<file path="config.mk">
export PLATFORM = sky130hd
export DESIGN_NAME = utc_to_local_calendar
export DESIGN_NICKNAME = d
export VERILOG_FILES = /design/src/design/utcl_pkg.sv /design/src/design/utc_to_local_calendar.sv /design/src/design/utcl_pipe_ctrl.sv
export SDC_FILE = /design/constraint.sdc
export NUM_CORES = 2
export LEC_CHECK = 0
export BUFFER_PORTS_ARGS = -buffer_cell sky130_fd_sc_hd__buf_2
export CAP_MARGIN = 20
export CORE_MARGIN = 4
export CORE_UTILIZATION = 25
export CTS_CLUSTER_DIAMETER = 50
export DETAILED_ROUTE_END_ITERATION = 12
export PLACE_DENSITY = 0.42
export SLEW_MARGIN = 10
export SYNTH_ARGS = -nofsm -noshare
export SYNTH_HDL_FRONTEND = slang
export SYNTH_SLANG_ARGS = --single-unit
</file>
<file path="constraint.sdc">
create_clock -name clk -period 11.7 [get_ports clk]
set_input_delay 1.755 -clock clk [delete_from_list [all_inputs] [get_ports clk]]
set_output_delay 1.755 -clock clk [all_outputs]
set_load 0.1 [all_outputs]
</file>
<file path="src/design/utcl_pkg.sv">
`timescale 1ns / 1ps
`default_nettype none
// ----------------------------------------------------------------------------
// utcl_pkg
// Shared types and tables for the utc to local calendar converter.
// ----------------------------------------------------------------------------
package utcl_pkg;

  // number of register stages from input to result register
  localparam int NUM_STAGES = 10;

  typedef struct packed {
    logic [11:0] utc_year;
    logic [3:0]  utc_month;
    logic [4:0]  utc_day;
    logic [4:0]  utc_hour;
    logic [5:0]  utc_minute;
    logic [5:0]  utc_second;
  } utcl_in_t;

  typedef struct packed {
    logic [11:0] local_year;
    logic [3:0]  local_month;
    logic [4:0]  local_day;
    logic [4:0]  local_hour;
    logic [5:0]  local_minute;
    logic [5:0]  local_second;
    logic [2:0]  weekday;
  } utcl_out_t;

  // per-stage load enables and valid flags
  typedef struct packed {
    logic [NUM_STAGES-1:0] load;
    logic [NUM_STAGES-1:0] valid;
  } utcl_pipe_t;

  // days from march 1 to the first of the month, month counted from march
  function automatic logic [8:0] month_offset(input logic [3:0] mshift);
    logic [8:0] days;
    case (mshift)
      4'd0:    days = 9'd0;
      4'd1:    days = 9'd31;
      4'd2:    days = 9'd61;
      4'd3:    days = 9'd92;
      4'd4:    days = 9'd122;
      4'd5:    days = 9'd153;
      4'd6:    days = 9'd184;
      4'd7:    days = 9'd214;
      4'd8:    days = 9'd245;
      4'd9:    days = 9'd275;
      4'd10:   days = 9'd306;
      4'd11:   days = 9'd337;
      4'd12:   days = 9'd367;
      default: days = 9'd0;
    endcase
    return days;
  endfunction

endpackage
`default_nettype wire

</file>
<file path="src/design/utc_to_local_calendar.sv">
`timescale 1ns / 1ps
`default_nettype none
// ----------------------------------------------------------------------------
// utc_to_local_calendar
// Converts a utc calendar time stamp to local civil date, time and weekday
// using a configurable zone offset in quarter hours.
// ----------------------------------------------------------------------------
//
//  channel   ports                        moves
//  -------   --------------------------   ----------------------------------
//  in        in_valid/in_ready/in_data    one utc time stamp per request
//  out       out_valid/out_ready/out_data one local date, time and weekday
//  cfg       cfg_wr_en/cfg_wr_data        zone offset, signed quarter hours
//
//  - one request per cycle sustained while out_ready is high; out_valid
//    rises once a request has passed through all ten register stages of
//    the date datapath, which hold constant multiplies, compares and adds
//  - rst_n (synchronous) empties the pipeline and clears the zone offset
//  - a stalled output holds its result; stages behind it keep filling any
//    bubbles, so in_ready drops only when all ten stages hold a request
//    and out_ready is low
//
// date path: the day count is kept offset by 719468 + 146097 so it is never
// negative, split into 400-year era, year, day of year, month and day by
// reciprocal multiplies; time of day is handled apart and only moves the day
// count by -1, 0 or +1
// ----------------------------------------------------------------------------
module utc_to_local_calendar (
  input  logic                 clk,
  input  logic                 rst_n,
  input  logic                 in_valid,
  output logic                 in_ready,
  input  utcl_pkg::utcl_in_t   in_data,
  output logic                 out_valid,
  input  logic                 out_ready,
  output utcl_pkg::utcl_out_t  out_data,
  input  logic                 cfg_wr_en,
  input  logic signed [6:0]    cfg_wr_data
);
  import utcl_pkg::*;

  localparam logic [18:0] SEC_PER_DAY = 19'd86400;

  utcl_pipe_t ctrl;

  utcl_pipe_ctrl u_ctrl (
    .clk       (clk),
    .rst_n     (rst_n),
    .in_valid  (in_valid),
    .out_ready (out_ready),
    .in_ready  (in_ready),
    .ctrl      (ctrl)
  );

  // zone offset register
  logic signed [6:0] zone_r;

  always_ff @(posedge clk) begin
    if (!rst_n) begin
      zone_r <= '0;
    end else if (cfg_wr_en) begin
      zone_r <= cfg_wr_data;
    end
  end

  // --------------------------------------------------------------------------
  // stage 0: shifted year, day of (march-based) year, signed time of day
  // --------------------------------------------------------------------------
  logic              month_low;
  logic [3:0]        mshift;
  logic [8:0]        moff0;
  logic [16:0]       hour_sec;
  logic [11:0]       min_sec;
  logic signed [16:0] zone_sec;
  logic [12:0]       s0_u_nxt;
  logic [9:0]        s0_diy_nxt;
  logic [18:0]       s0_tod_nxt;
  logic [12:0]       s0_u_r;
  logic [9:0]        s0_diy_r;
  logic [18:0]       s0_tod_r;

  always_comb begin
    // january and february count as months of the previous year
    month_low  = (in_data.utc_month <= 4'd2);
    s0_u_nxt   = {1'b0, in_data.utc_year} + 13'd400 - {12'b0, month_low};
    mshift     = month_low ? in_data.utc_month + 4'd9 : in_data.utc_month - 4'd3;
    moff0      = month_offset(mshift);
    s0_diy_nxt = {1'b0, moff0} + {5'b0, in_data.utc_day} - 10'd1;
    hour_sec   = {12'b0, in_data.utc_hour} * 17'd3600;
    min_sec    = {6'b0, in_data.utc_minute} * 12'd60;
    zone_sec   = $signed({{10{zone_r[6]}}, zone_r}) * 17'sd900;
    s0_tod_nxt = {2'b0, hour_sec} + {7'b0, min_sec} + {13'b0, in_data.utc_second}
               + {{2{zone_sec[16]}}, zone_sec};
  end

  always_ff @(posedge clk) begin
    if (ctrl.load[0]) begin
      s0_u_r   <= s0_u_nxt;
      s0_diy_r <= s0_diy_nxt;
      s0_tod_r <= s0_tod_nxt;
    end
  end

  // --------------------------------------------------------------------------
  // stage 1: year days, century count, day carry from time of day
  // --------------------------------------------------------------------------
  logic [24:0] q_prod;
  logic [18:0] rem_full;
  logic [20:0] s1_yd_nxt;
  logic [5:0]  s1_q100_nxt;
  logic [1:0]  s1_shift_nxt;
  logic [20:0] s1_yd_r;
  logic [5:0]  s1_q100_r;
  logic [10:0] s1_u4_r;
  logic [9:0]  s1_diy_r;
  logic [1:0]  s1_shift_r;
  logic [16:0] s1_rem_r;

  always_comb begin
    s1_yd_nxt   = {8'b0, s0_u_r} * 21'd365;
    // year / 100 by reciprocal
    q_prod      = {12'b0, s0_u_r} * 25'd5243;
    s1_q100_nxt = q_prod[24:19];
    if (s0_tod_r[18]) begin
      s1_shift_nxt = 2'b11;
      rem_full     = s0_tod_r + SEC_PER_DAY;
    end else if (s0_tod_r >= SEC_PER_DAY) begin
      s1_shift_nxt = 2'b01;
      rem_full     = s0_tod_r - SEC_PER_DAY;
    end else begin
      s1_shift_nxt = 2'b00;
      rem_full     = s0_tod_r;
    end
  end

  always_ff @(posedge clk) begin
    if (ctrl.load[1]) begin
      s1_yd_r    <= s1_yd_nxt;
      s1_q100_r  <= s1_q100_nxt;
      s1_u4_r    <= s0_u_r[12:2];
      s1_diy_r   <= s0_diy_r;
      s1_shift_r <= s1_shift_nxt;
      s1_rem_r   <= rem_full[16:0];
    end
  end

  // --------------------------------------------------------------------------
  // stage 2: biased day count, local hour
  // --------------------------------------------------------------------------
  logic [22:0] w_sum;
  logic [24:0] h_prod;
  logic [20:0] s2_w_r;
  logic [4:0]  s2_hour_r;
  logic [16:0] s2_rem_r;

  always_comb begin
    w_sum  = {2'b0, s1_yd_r} + {12'b0, s1_u4_r} - {17'b0, s1_q100_r}
           + {19'b0, s1_q100_r[5:2]} + {{13{s1_diy_r[9]}}, s1_diy_r}
           + {{21{s1_shift_r[1]}}, s1_shift_r};
    // hour = (rem / 16) / 225
    h_prod = {12'b0, s1_rem_r[16:4]} * 25'd4661;
  end

  always_ff @(posedge clk) begin
    if (ctrl.load[2]) begin
      s2_w_r    <= w_sum[20:0];
      s2_hour_r <= h_prod[24:20];
      s2_rem_r  <= s1_rem_r;
    end
  end

  // --------------------------------------------------------------------------
  // stage 3: era, weekday, seconds within the hour
  // --------------------------------------------------------------------------
  logic [41:0] e_prod;
  logic [5:0]  dig_sum;
  logic [3:0]  fold1;
  logic [3:0]  fold2;
  logic [2:0]  wd_mod;
  logic [16:0] hsec3;
  logic [16:0] r1_full;
  logic [3:0]  s3_era_r;
  logic [2:0]  s3_wd_r;
  logic [20:0] s3_w_r;
  logic [4:0]  s3_hour_r;
  logic [11:0] s3_r1_r;

  always_comb begin
    e_prod  = {21'b0, s2_w_r} * 42'd1881476;
    // 8 is 1 mod 7: sum octal digits, plus 2 aligns the bias to monday = 0
    dig_sum = 6'd2;
    for (int g = 0; g < 7; g++) begin
      dig_sum = dig_sum + {3'b0, s2_w_r[3*g +: 3]};
    end
    fold1   = {1'b0, dig_sum[5:3]} + {1'b0, dig_sum[2:0]};
    fold2   = {3'b0, fold1[3]} + {1'b0, fold1[2:0]};
    wd_mod  = (fold2 >= 4'd7) ? 3'(fold2 - 4'd7) : fold2[2:0];
    hsec3   = {12'b0, s2_hour_r} * 17'd3600;
    r1_full = s2_rem_r - hsec3;
  end

  always_ff @(posedge clk) begin
    if (ctrl.load[3]) begin
      s3_era_r  <= e_prod[41:38];
      s3_wd_r   <= wd_mod + 3'd1;
      s3_w_r    <= s2_w_r;
      s3_hour_r <= s2_hour_r;
      s3_r1_r   <= r1_full[11:0];
    end
  end

  // --------------------------------------------------------------------------
  // stage 4: day of era, local minute
  // --------------------------------------------------------------------------
  logic [20:0] era_days;
  logic [20:0] doe_full;
  logic [19:0] m_prod;
  logic [17:0] s4_doe_r;
  logic [3:0]  s4_era_r;
  logic [2:0]  s4_wd_r;
  logic [4:0]  s4_hour_r;
  logic [5:0]  s4_min_r;
  logic [11:0] s4_r1_r;

  always_comb begin
    era_days = {17'b0, s3_era_r} * 21'd146097;
    doe_full = s3_w_r - era_days;
    // minute = (r1 / 4) / 15
    m_prod   = {10'b0, s3_r1_r[11:2]} * 20'd1093;
  end

  always_ff @(posedge clk) begin
    if (ctrl.load[4]) begin
      s4_doe_r  <= doe_full[17:0];
      s4_era_r  <= s3_era_r;
      s4_wd_r   <= s3_wd_r;
      s4_hour_r <= s3_hour_r;
      s4_min_r  <= m_prod[19:14];
      s4_r1_r   <= s3_r1_r;
    end
  end

  // --------------------------------------------------------------------------
  // stage 5: leap corrected day count, local second
  // --------------------------------------------------------------------------
  logic [30:0] a_prod;
  logic [2:0]  cent_cnt;
  logic        era_last;
  logic [17:0] n_full;
  logic [11:0] msec5;
  logic [11:0] sec_full;
  logic [17:0] s5_n_r;
  logic [17:0] s5_doe_r;
  logic [3:0]  s5_era_r;
  logic [2:0]  s5_wd_r;
  logic [4:0]  s5_hour_r;
  logic [5:0]  s5_min_r;
  logic [5:0]  s5_sec_r;

  always_comb begin
    // doe / 1460 = (doe / 4) / 365
    a_prod   = {15'b0, s4_doe_r[17:2]} * 31'd45965;
    cent_cnt = {2'b0, s4_doe_r >= 18'd36524} + {2'b0, s4_doe_r >= 18'd73048}
             + {2'b0, s4_doe_r >= 18'd109572} + {2'b0, s4_doe_r >= 18'd146096};
    era_last = (s4_doe_r == 18'd146096);
    n_full   = s4_doe_r - {11'b0, a_prod[30:24]} + {15'b0, cent_cnt}
             - {17'b0, era_last};
    msec5    = {6'b0, s4_min_r} * 12'd60;
    sec_full = s4_r1_r - msec5;
  end

  always_ff @(posedge clk) begin
    if (ctrl.load[5]) begin
      s5_n_r    <= n_full;
      s5_doe_r  <= s4_doe_r;
      s5_era_r  <= s4_era_r;
      s5_wd_r   <= s4_wd_r;
      s5_hour_r <= s4_hour_r;
      s5_min_r  <= s4_min_r;
      s5_sec_r  <= sec_full[5:0];
    end
  end

  // --------------------------------------------------------------------------
  // stage 6: year of era
  // --------------------------------------------------------------------------
  logic [34:0] y_prod;
  logic [8:0]  s6_yoe_r;
  logic [17:0] s6_doe_r;
  logic [3:0]  s6_era_r;
  logic [2:0]  s6_wd_r;
  logic [4:0]  s6_hour_r;
  logic [5:0]  s6_min_r;
  logic [5:0]  s6_sec_r;

  always_comb begin
    y_prod = {17'b0, s5_n_r} * 35'd183861;
  end

  always_ff @(posedge clk) begin
    if (ctrl.load[6]) begin
      s6_yoe_r  <= y_prod[34:26];
      s6_doe_r  <= s5_doe_r;
      s6_era_r  <= s5_era_r;
      s6_wd_r   <= s5_wd_r;
      s6_hour_r <= s5_hour_r;
      s6_min_r  <= s5_min_r;
      s6_sec_r  <= s5_sec_r;
    end
  end

  // --------------------------------------------------------------------------
  // stage 7: day of (march-based) year
  // --------------------------------------------------------------------------
  logic [1:0]  c100;
  logic [17:0] yoe_days;
  logic [17:0] diy_full;
  logic [8:0]  s7_diy_r;
  logic [8:0]  s7_yoe_r;
  logic [3:0]  s7_era_r;
  logic [2:0]  s7_wd_r;
  logic [4:0]  s7_hour_r;
  logic [5:0]  s7_min_r;
  logic [5:0]  s7_sec_r;

  always_comb begin
    c100     = {1'b0, s6_yoe_r >= 9'd100} + {1'b0, s6_yoe_r >= 9'd200}
             + {1'b0, s6_yoe_r >= 9'd300};
    yoe_days = {9'b0, s6_yoe_r} * 18'd365 + {11'b0, s6_yoe_r[8:2]} - {16'b0, c100};
    diy_full = s6_doe_r - yoe_days;
  end

  always_ff @(posedge clk) begin
    if (ctrl.load[7]) begin
      s7_diy_r  <= diy_full[8:0];
      s7_yoe_r  <= s6_yoe_r;
      s7_era_r  <= s6_era_r;
      s7_wd_r   <= s6_wd_r;
      s7_hour_r <= s6_hour_r;
      s7_min_r  <= s6_min_r;
      s7_sec_r  <= s6_sec_r;
    end
  end

  // --------------------------------------------------------------------------
  // stage 8: month counted from march
  // --------------------------------------------------------------------------
  logic [10:0] mp_arg;
  logic [21:0] mp_prod;
  logic [3:0]  s8_mp_r;
  logic [8:0]  s8_diy_r;
  logic [8:0]  s8_yoe_r;
  logic [3:0]  s8_era_r;
  logic [2:0]  s8_wd_r;
  logic [4:0]  s8_hour_r;
  logic [5:0]  s8_min_r;
  logic [5:0]  s8_sec_r;

  always_comb begin
    // (5 * diy + 2) / 153
    mp_arg  = {s7_diy_r, 2'b0} + {2'b0, s7_diy_r} + 11'd2;
    mp_prod = {11'b0, mp_arg} * 22'd1714;
  end

  always_ff @(posedge clk) begin
    if (ctrl.load[8]) begin
      s8_mp_r   <= mp_prod[21:18];
      s8_diy_r  <= s7_diy_r;
      s8_yoe_r  <= s7_yoe_r;
      s8_era_r  <= s7_era_r;
      s8_wd_r   <= s7_wd_r;
      s8_hour_r <= s7_hour_r;
      s8_min_r  <= s7_min_r;
      s8_sec_r  <= s7_sec_r;
    end
  end

  // --------------------------------------------------------------------------
  // stage 9: result register with civil month, day and year
  // --------------------------------------------------------------------------
  logic [8:0]  moff9;
  logic [8:0]  day_full;
  logic [3:0]  month_out;
  logic        jan_feb;
  logic [12:0] year_full;
  utcl_out_t   out_nxt;
  utcl_out_t   out_r;

  always_comb begin
    moff9     = month_offset(s8_mp_r);
    day_full  = s8_diy_r - moff9 + 9'd1;
    month_out = (s8_mp_r < 4'd10) ? s8_mp_r + 4'd3 : s8_mp_r - 4'd9;
    jan_feb   = (month_out <= 4'd2);
    // era is biased by one, hence the 400 taken off; wraps modulo 4096
    year_full = {4'b0, s8_yoe_r} + {9'b0, s8_era_r} * 13'd400 - 13'd400
              + {12'b0, jan_feb};
    out_nxt.local_year   = year_full[11:0];
    out_nxt.local_month  = month_out;
    out_nxt.local_day    = day_full[4:0];
    out_nxt.local_hour   = s8_hour_r;
    out_nxt.local_minute = s8_min_r;
    out_nxt.local_second = s8_sec_r;
    out_nxt.weekday      = s8_wd_r;
  end

  always_ff @(posedge clk) begin
    if (ctrl.load[9]) begin
      out_r <= out_nxt;
    end
  end

  assign out_valid = ctrl.valid[NUM_STAGES-1];
  assign out_data  = out_r;

endmodule
`default_nettype wire

</file>
<file path="src/design/utcl_pipe_ctrl.sv">
`timescale 1ns / 1ps
`default_nettype none
// ----------------------------------------------------------------------------
// utcl_pipe_ctrl
// Valid tracking and bubble-collapsing load enables for the datapath stages.
// ----------------------------------------------------------------------------
module utcl_pipe_ctrl (
  input  logic                clk,
  input  logic                rst_n,
  input  logic                in_valid,
  input  logic                out_ready,
  output logic                in_ready,
  output utcl_pkg::utcl_pipe_t ctrl
);
  import utcl_pkg::*;

  logic [NUM_STAGES-1:0] valid_r;
  logic [NUM_STAGES-1:0] valid_nxt;
  logic [NUM_STAGES-1:0] load;

  // a stage may load when the output drains or some stage at or after it is empty
  always_comb begin
    logic [NUM_STAGES-1:0] low_mask;
    for (int k = 0; k < NUM_STAGES; k++) begin
      low_mask = NUM_STAGES'((1 << k) - 1);
      load[k]  = out_ready || !(&(valid_r | low_mask));
    end
  end

  always_comb begin
    for (int k = 0; k < NUM_STAGES; k++) begin
      if (load[k]) begin
        valid_nxt[k] = (k == 0) ? in_valid : valid_r[(k == 0) ? 0 : k - 1];
      end else begin
        valid_nxt[k] = valid_r[k];
      end
    end
  end

  always_ff @(posedge clk) begin
    if (!rst_n) begin
      valid_r <= '0;
    end else begin
      valid_r <= valid_nxt;
    end
  end

  assign in_ready   = load[0];
  assign ctrl.load  = load;
  assign ctrl.valid = valid_r;

endmodule
`default_nettype wire
</file>
# Yosys cells after proc, flatten, opt, wreduce, memory -nomap -nowiden
# Memory sizes are Yosys's and may differ from the RTL's. A register that Yosys moved wholly into a read port is not among the register bits.
# Index checks and enable logic that the tools add are counted.
# W data, S select, Z words.
# classes
eq_ne,1
reduce_logical,29
add_sub_neg,50
muxes,7
multipliers,16
order_cmp,12
# ops
operator,count
$mul A13 B13 Y25 const B,2
$add A21 B21 Y21,2
$mul A21 B19 Y40 const B,1
$ge A18 B17 Y1 const B,2
$mul A18 B18 Y35 const B,1
$mux W17,2
$mul A16 B16 Y31 const B,1
$add A6 B3 Y6,4
$add A21 B11 Y21,1
$add A21 B4 Y21,1
$mul A11 B10 Y21 const B,1
$mul A13 B9 Y21 const B,1
$sub A21 B6 Y21,1
$mul A10 B11 Y20 const B,1
$add A18 B6 Y19,1
$add A19 B19 Y19,1
$ge A19 B17 Y1 const B,1
$add A17 B12 Y18,1
$add A18 B3 Y18,1
$eq A18 B18 Y1 const B,1
$ge A18 B16 Y1 const B,1
$ge A18 B18 Y1 const B,1
$mul A4 B18 Y18 const B,1
$sub A18 B1 Y18,1
62 further kinds,84
# word_totals
in_bits,50
n_memories,2
ff_bits,466
word_cells,187
romBits,288
# memory_table
name,depth,word_bits,rd,rd_clocked_by_memory_dff,wr,line,text
(name not given),16,9,1,1,0,utcl_pkg.sv:40,case (mshift)
(name not given),16,9,1,0,0,utcl_pkg.sv:40,

# Logic depth before layout (Yosys ltp)
# logic_depth
depth_word,12
depth_mapped,34

# Hierarchy
# From an unflattened synthesis, not the netlist that was laid out.
# unflattened
hier_cells,4619
area_unflattened_um2,53166.0
# modules_own_cells
mod,area_each_um2,cells_each,n_inst,seq_area_each_um2
utc_to_local_calendar,52740.6,4570,1,13723.2
utcl_pipe_ctrl,425.4,49,1,200.2

# Worst setup path before layout
# No wires, ideal clock.
# synth_path
path_kind,reg2reg
start,register s4_doe_r[8]
end,register s5_n_r[16] (data pin)
t_required_ns,11.441
slack_ns,3.198
path_stages_with_launch,32
t_arrival_ns,8.243
cell_sequence,edfxtp_1 ha_1 fa_1 fa_1 inv_1 fa_1 inv_1 fa_1 inv_1 fa_1 inv_1 ha_1 a211o_1 a2111oi_0 nand4_1 and3_1 or3_1 nand2_1 fa_1 fa_1 inv_1 fa_1 fa_1 nor2b_1 o21ai_0 a21boi_0 o21ai_0 nand2b_1 a31oi_1 o21ai_0 o21ai_0 xnor2_1
# synth_via
elab_chain_len,6
# synth_rtl
element,line,text
start: declaration,utc_to_local_calendar.sv:218,logic [17:0] s4_doe_r;
start signal: assignment,utc_to_local_calendar.sv:234,s4_doe_r <= doe_full[17:0];
"parallel branches: the longest is 5 deep, another holds $mul A16 B16 Y31",n/a,
$sub A18 B1 Y18 (*),utc_to_local_calendar.sv:267,"- {17'b0, era_last};"
net n_full[16],utc_to_local_calendar.sv:249,logic [17:0] n_full;
end signal: assignment,utc_to_local_calendar.sv:274,s5_n_r <= n_full;
end: declaration,utc_to_local_calendar.sv:252,logic [17:0] s5_n_r;
# Mark *: on every way through the listed nets, which the timed path passes.
# A chain may end at the register's enable or synchronous reset.

# Final worst setup path
# layout_path
start,register s4_doe_r[8]
end,register s5_n_r[17] (data pin)
# The elaborated chain is that of the path after synthesis.

==> impl_metrics.csv <==
group,metric,value,unit
setup_path,cpPeakStageDelay,830,ps
placement,numPortBuffers,92,
setup_path,crit_slowest_cell,"edfxtp_1",
clock_tree,cts_tree,"built",
timing,setup-tns-final,0,ps
setup_path,cp_top_family,"adder cells",
clock_tree,clockBufferDepth,3,
setup_path,critPathLaunchType,"flip-flop",
clock_tree,cts-resized-gates,0,
global_route,grt_overflow,0,
yosys,ys_types,70,
timing,worst_pin_slew,1030,ps
floorplanning,die-area,219000,sq um
floorplanning,start_util,0.252,
placement,dpl.hpwl,93.1,mm
finish,finalNonFillerCells,7623,
timing,post-route-min-period,9630,ps
yosys,synth-seq-area-share,0.263,
floorplanning,core,210000,sq um
yosys,synthMuxAreaShare,0.00307,
clock_tree,cts_root_buf,"clkbuf_16",
clock_tree,insertion_delay,670,ps
floorplanning,die_w,468,microns
placement,routabilityCongestion,0.799,
clock_tree,cts.clk_slew.worst_paths,60,ps
finish,post_route_cells_drive_above_1_share,0.0560,
yosys,syn_nets,6423,
finish,final_common_cell,"inv_1",
yosys,synth-main-ff-cell,"edfxtp_1",
drt,drtIter0Drc,961,
yosys,yosysTopAreaCell,"ha_1",
setup_path,cpMostUsedCell,"fa_1",
finish,antenna_cells,0,
drt,totalWireLength,111,mm
min_path,min_path_type,"flip-flop to flip-flop",
yosys,synth-compound-area-share,0.0526,
timing,finalSetupViolCount,0,
drt,avgViaCountPerCell,4.01,
clock_tree,clock_sinks,471,
drt,num_vias,30600,
global_route,grt_pass1_wl,183,mm
yosys,synthArstFlopShare,0,
global_route,antenna_found_initial,0,
yosys,synth_seq_cells,471,
clock_tree,cts_buffers,73,
floorplanning,rows,168,
yosys,synth_top_family_by_area,"adder cells",
timing,slew_headroom,0.313,
yosys,synth.cell_area,52900,sq um
finish,final_cell_mix,"inv_1, ha_1, fa_1",
drt,wire_per_inst,14.5,microns
timing,finalHoldViolations,0,
yosys,synthXorXnorAreaFrac,0.0391,
timing,post-route-period-util,0.823,
timing,skew,42.4,ps
yosys,synthCells,4581,
finish,final_nets,6600,
floorplanning,ios,93,
placement,placed_cells,7486,
clock_tree,holdBufCountCts,0,
global_route,grt_max_degree,68,
setup_path,path_buf_inv,5,
yosys,synthAdderAreaFrac,0.515,
timing,drv_slew,0,
timing,max_freq,104,MHz
setup_path,critPathKind,"flip-flop to flip-flop",
finish,fin_util,0.283,
finish,areaGrowthSynthToFinish,12.3,%
setup_path,reg2reg_setup_slack,2070,ps
yosys,syn_avg_cell_area,11.5,sq um
setup_path,worstPathArrival,10010,ps
yosys,ys_warn_count,0,
setup_path,cp-end-kind,"flip-flop",
timing,rsz0062_at_grt,"no",
drt,drc_errors,0,
drt,ant_nets,0,
clock_tree,post_cts_buffers,0,
floorplanning,fp.dieH,468,microns
status,status,"complete, no violations",
yosys,synth_edf_count,449,
setup_path,critPathMaxFanout,12,
drt,dr.pass1.iters,7,
global_route,gr-usage-all-layers,0.106,
setup_path,crit_required,12070,ps
run,cap_violations,0,
global_route,grt_pass1_vias,33800,
clock_tree,h-tree-depth,3,
yosys,synthTopCellsByArea,"ha_1, edfxtp_1, fa_1, inv_1, xnor2_1",
yosys,synth-simple-area-share,0.0415,
yosys,synth_top_area_frac,0.272,
## final cells by class
type                            instances  area (sq um)
Clock buffer                           81          1870
Clock inverter                         54           549
Fill cell                           21800        151000
Inverter                             1199          4500
Multi-Input combinational cell       2902         34500
Sequential cell                       471         13900
Tap cell                             2805          3510
Timing Repair Buffer                  111           613
## registers in the layout, indices dropped and copies added, names as in the netlist, 11 cells and up
register / cells
s3_r1_r: 12
s1_rem_r: 17
s1_u4_r: 11
s0_u_r: 13
s2_w_r: 21
out_data: 41
s2_rem_r: 12
s3_w_r: 18
s5_n_r: 18
s1_yd_r: 21
s4_doe_r: 18
s0_tod_r: 19
## through the flow
stage / setup WS [ps] / hold slack (ps) / cell area [sq um]
after CTS: 2020 / 404 / 59400
after global routing: 1430 / 419 / 59400
after floorplan: 3200 / 400 / 52900
after detailed placement: 2090 / 405 / 57000
after global placement: 2090 / 401 / 57000
final: 2070 / 405 / 59400
## Yosys cell counts, types with 7 or more instances
master	count
mux2i_1	14
o21a_1	21
nand4_1	18
a21boi_0	8
and2_1	7
nand2_1	78
a211o_1	13
or2_2	11
inv_1	1199
nor2_1	107
nand3_1	44
fa_1	642
xnor2_1	177
a21o_1	61
a211oi_1	18
a21oi_1	128
o21ai_0	72
o211ai_1	8
and3_1	17
xor2_1	59
edfxtp_1	449
a31oi_1	16
nand2b_1	20
clkbuf_1	8
a311oi_1	7
nor2b_1	39
ha_1	1150
dfxtp_1	22
or3_1	16
nor3_1	45
o21bai_1	23
## worst register-to-register path, delay by kind of cell (launching register included)
kind | cells | cell delay, ps
adders and majority gates | 10 | 4610
AOI/OAI and AO/OA | 8 | 2320
and+or+nand+nor | 7 | 1340
DFF | 1 | 830
buffers and inverters | 5 | 250
## path summary, 6_finish.rpt
kind,from,to,cells past startpoint
max reg2reg,s4_doe_r[8]$_DFFE_PP_,s5_n_r[17]$_DFFE_PP_,30
max,s4_doe_r[8]$_DFFE_PP_,s5_n_r[17]$_DFFE_PP_,30
min reg2reg,s4_r1_r[1]$_DFFE_PP_,s5_sec_r[1]$_DFFE_PP_,0
min,s4_r1_r[1]$_DFFE_PP_,s5_sec_r[1]$_DFFE_PP_,0
## logic make-up after synthesis
logic type / Yosys count
muxes: 16
and+or+nand+nor: 434
buffers and inverters: 1208
AOI/OAI and AO/OA: 424
DFF: 471
adders and majority gates: 1792
xor gates and xnor gates: 236
## layer usage
metal  vias up  wire, microns  GRT usage
li1      15300              -          -
met1     14900          52200      0.140
met2       244          54200      0.185
met3        91           2480     0.0132
met4         0           1660     0.0213
met5         -              0          0
Power is not shown: default switching activity piles up to over one toggle a cycle in this logic, so the estimate is an artifact.
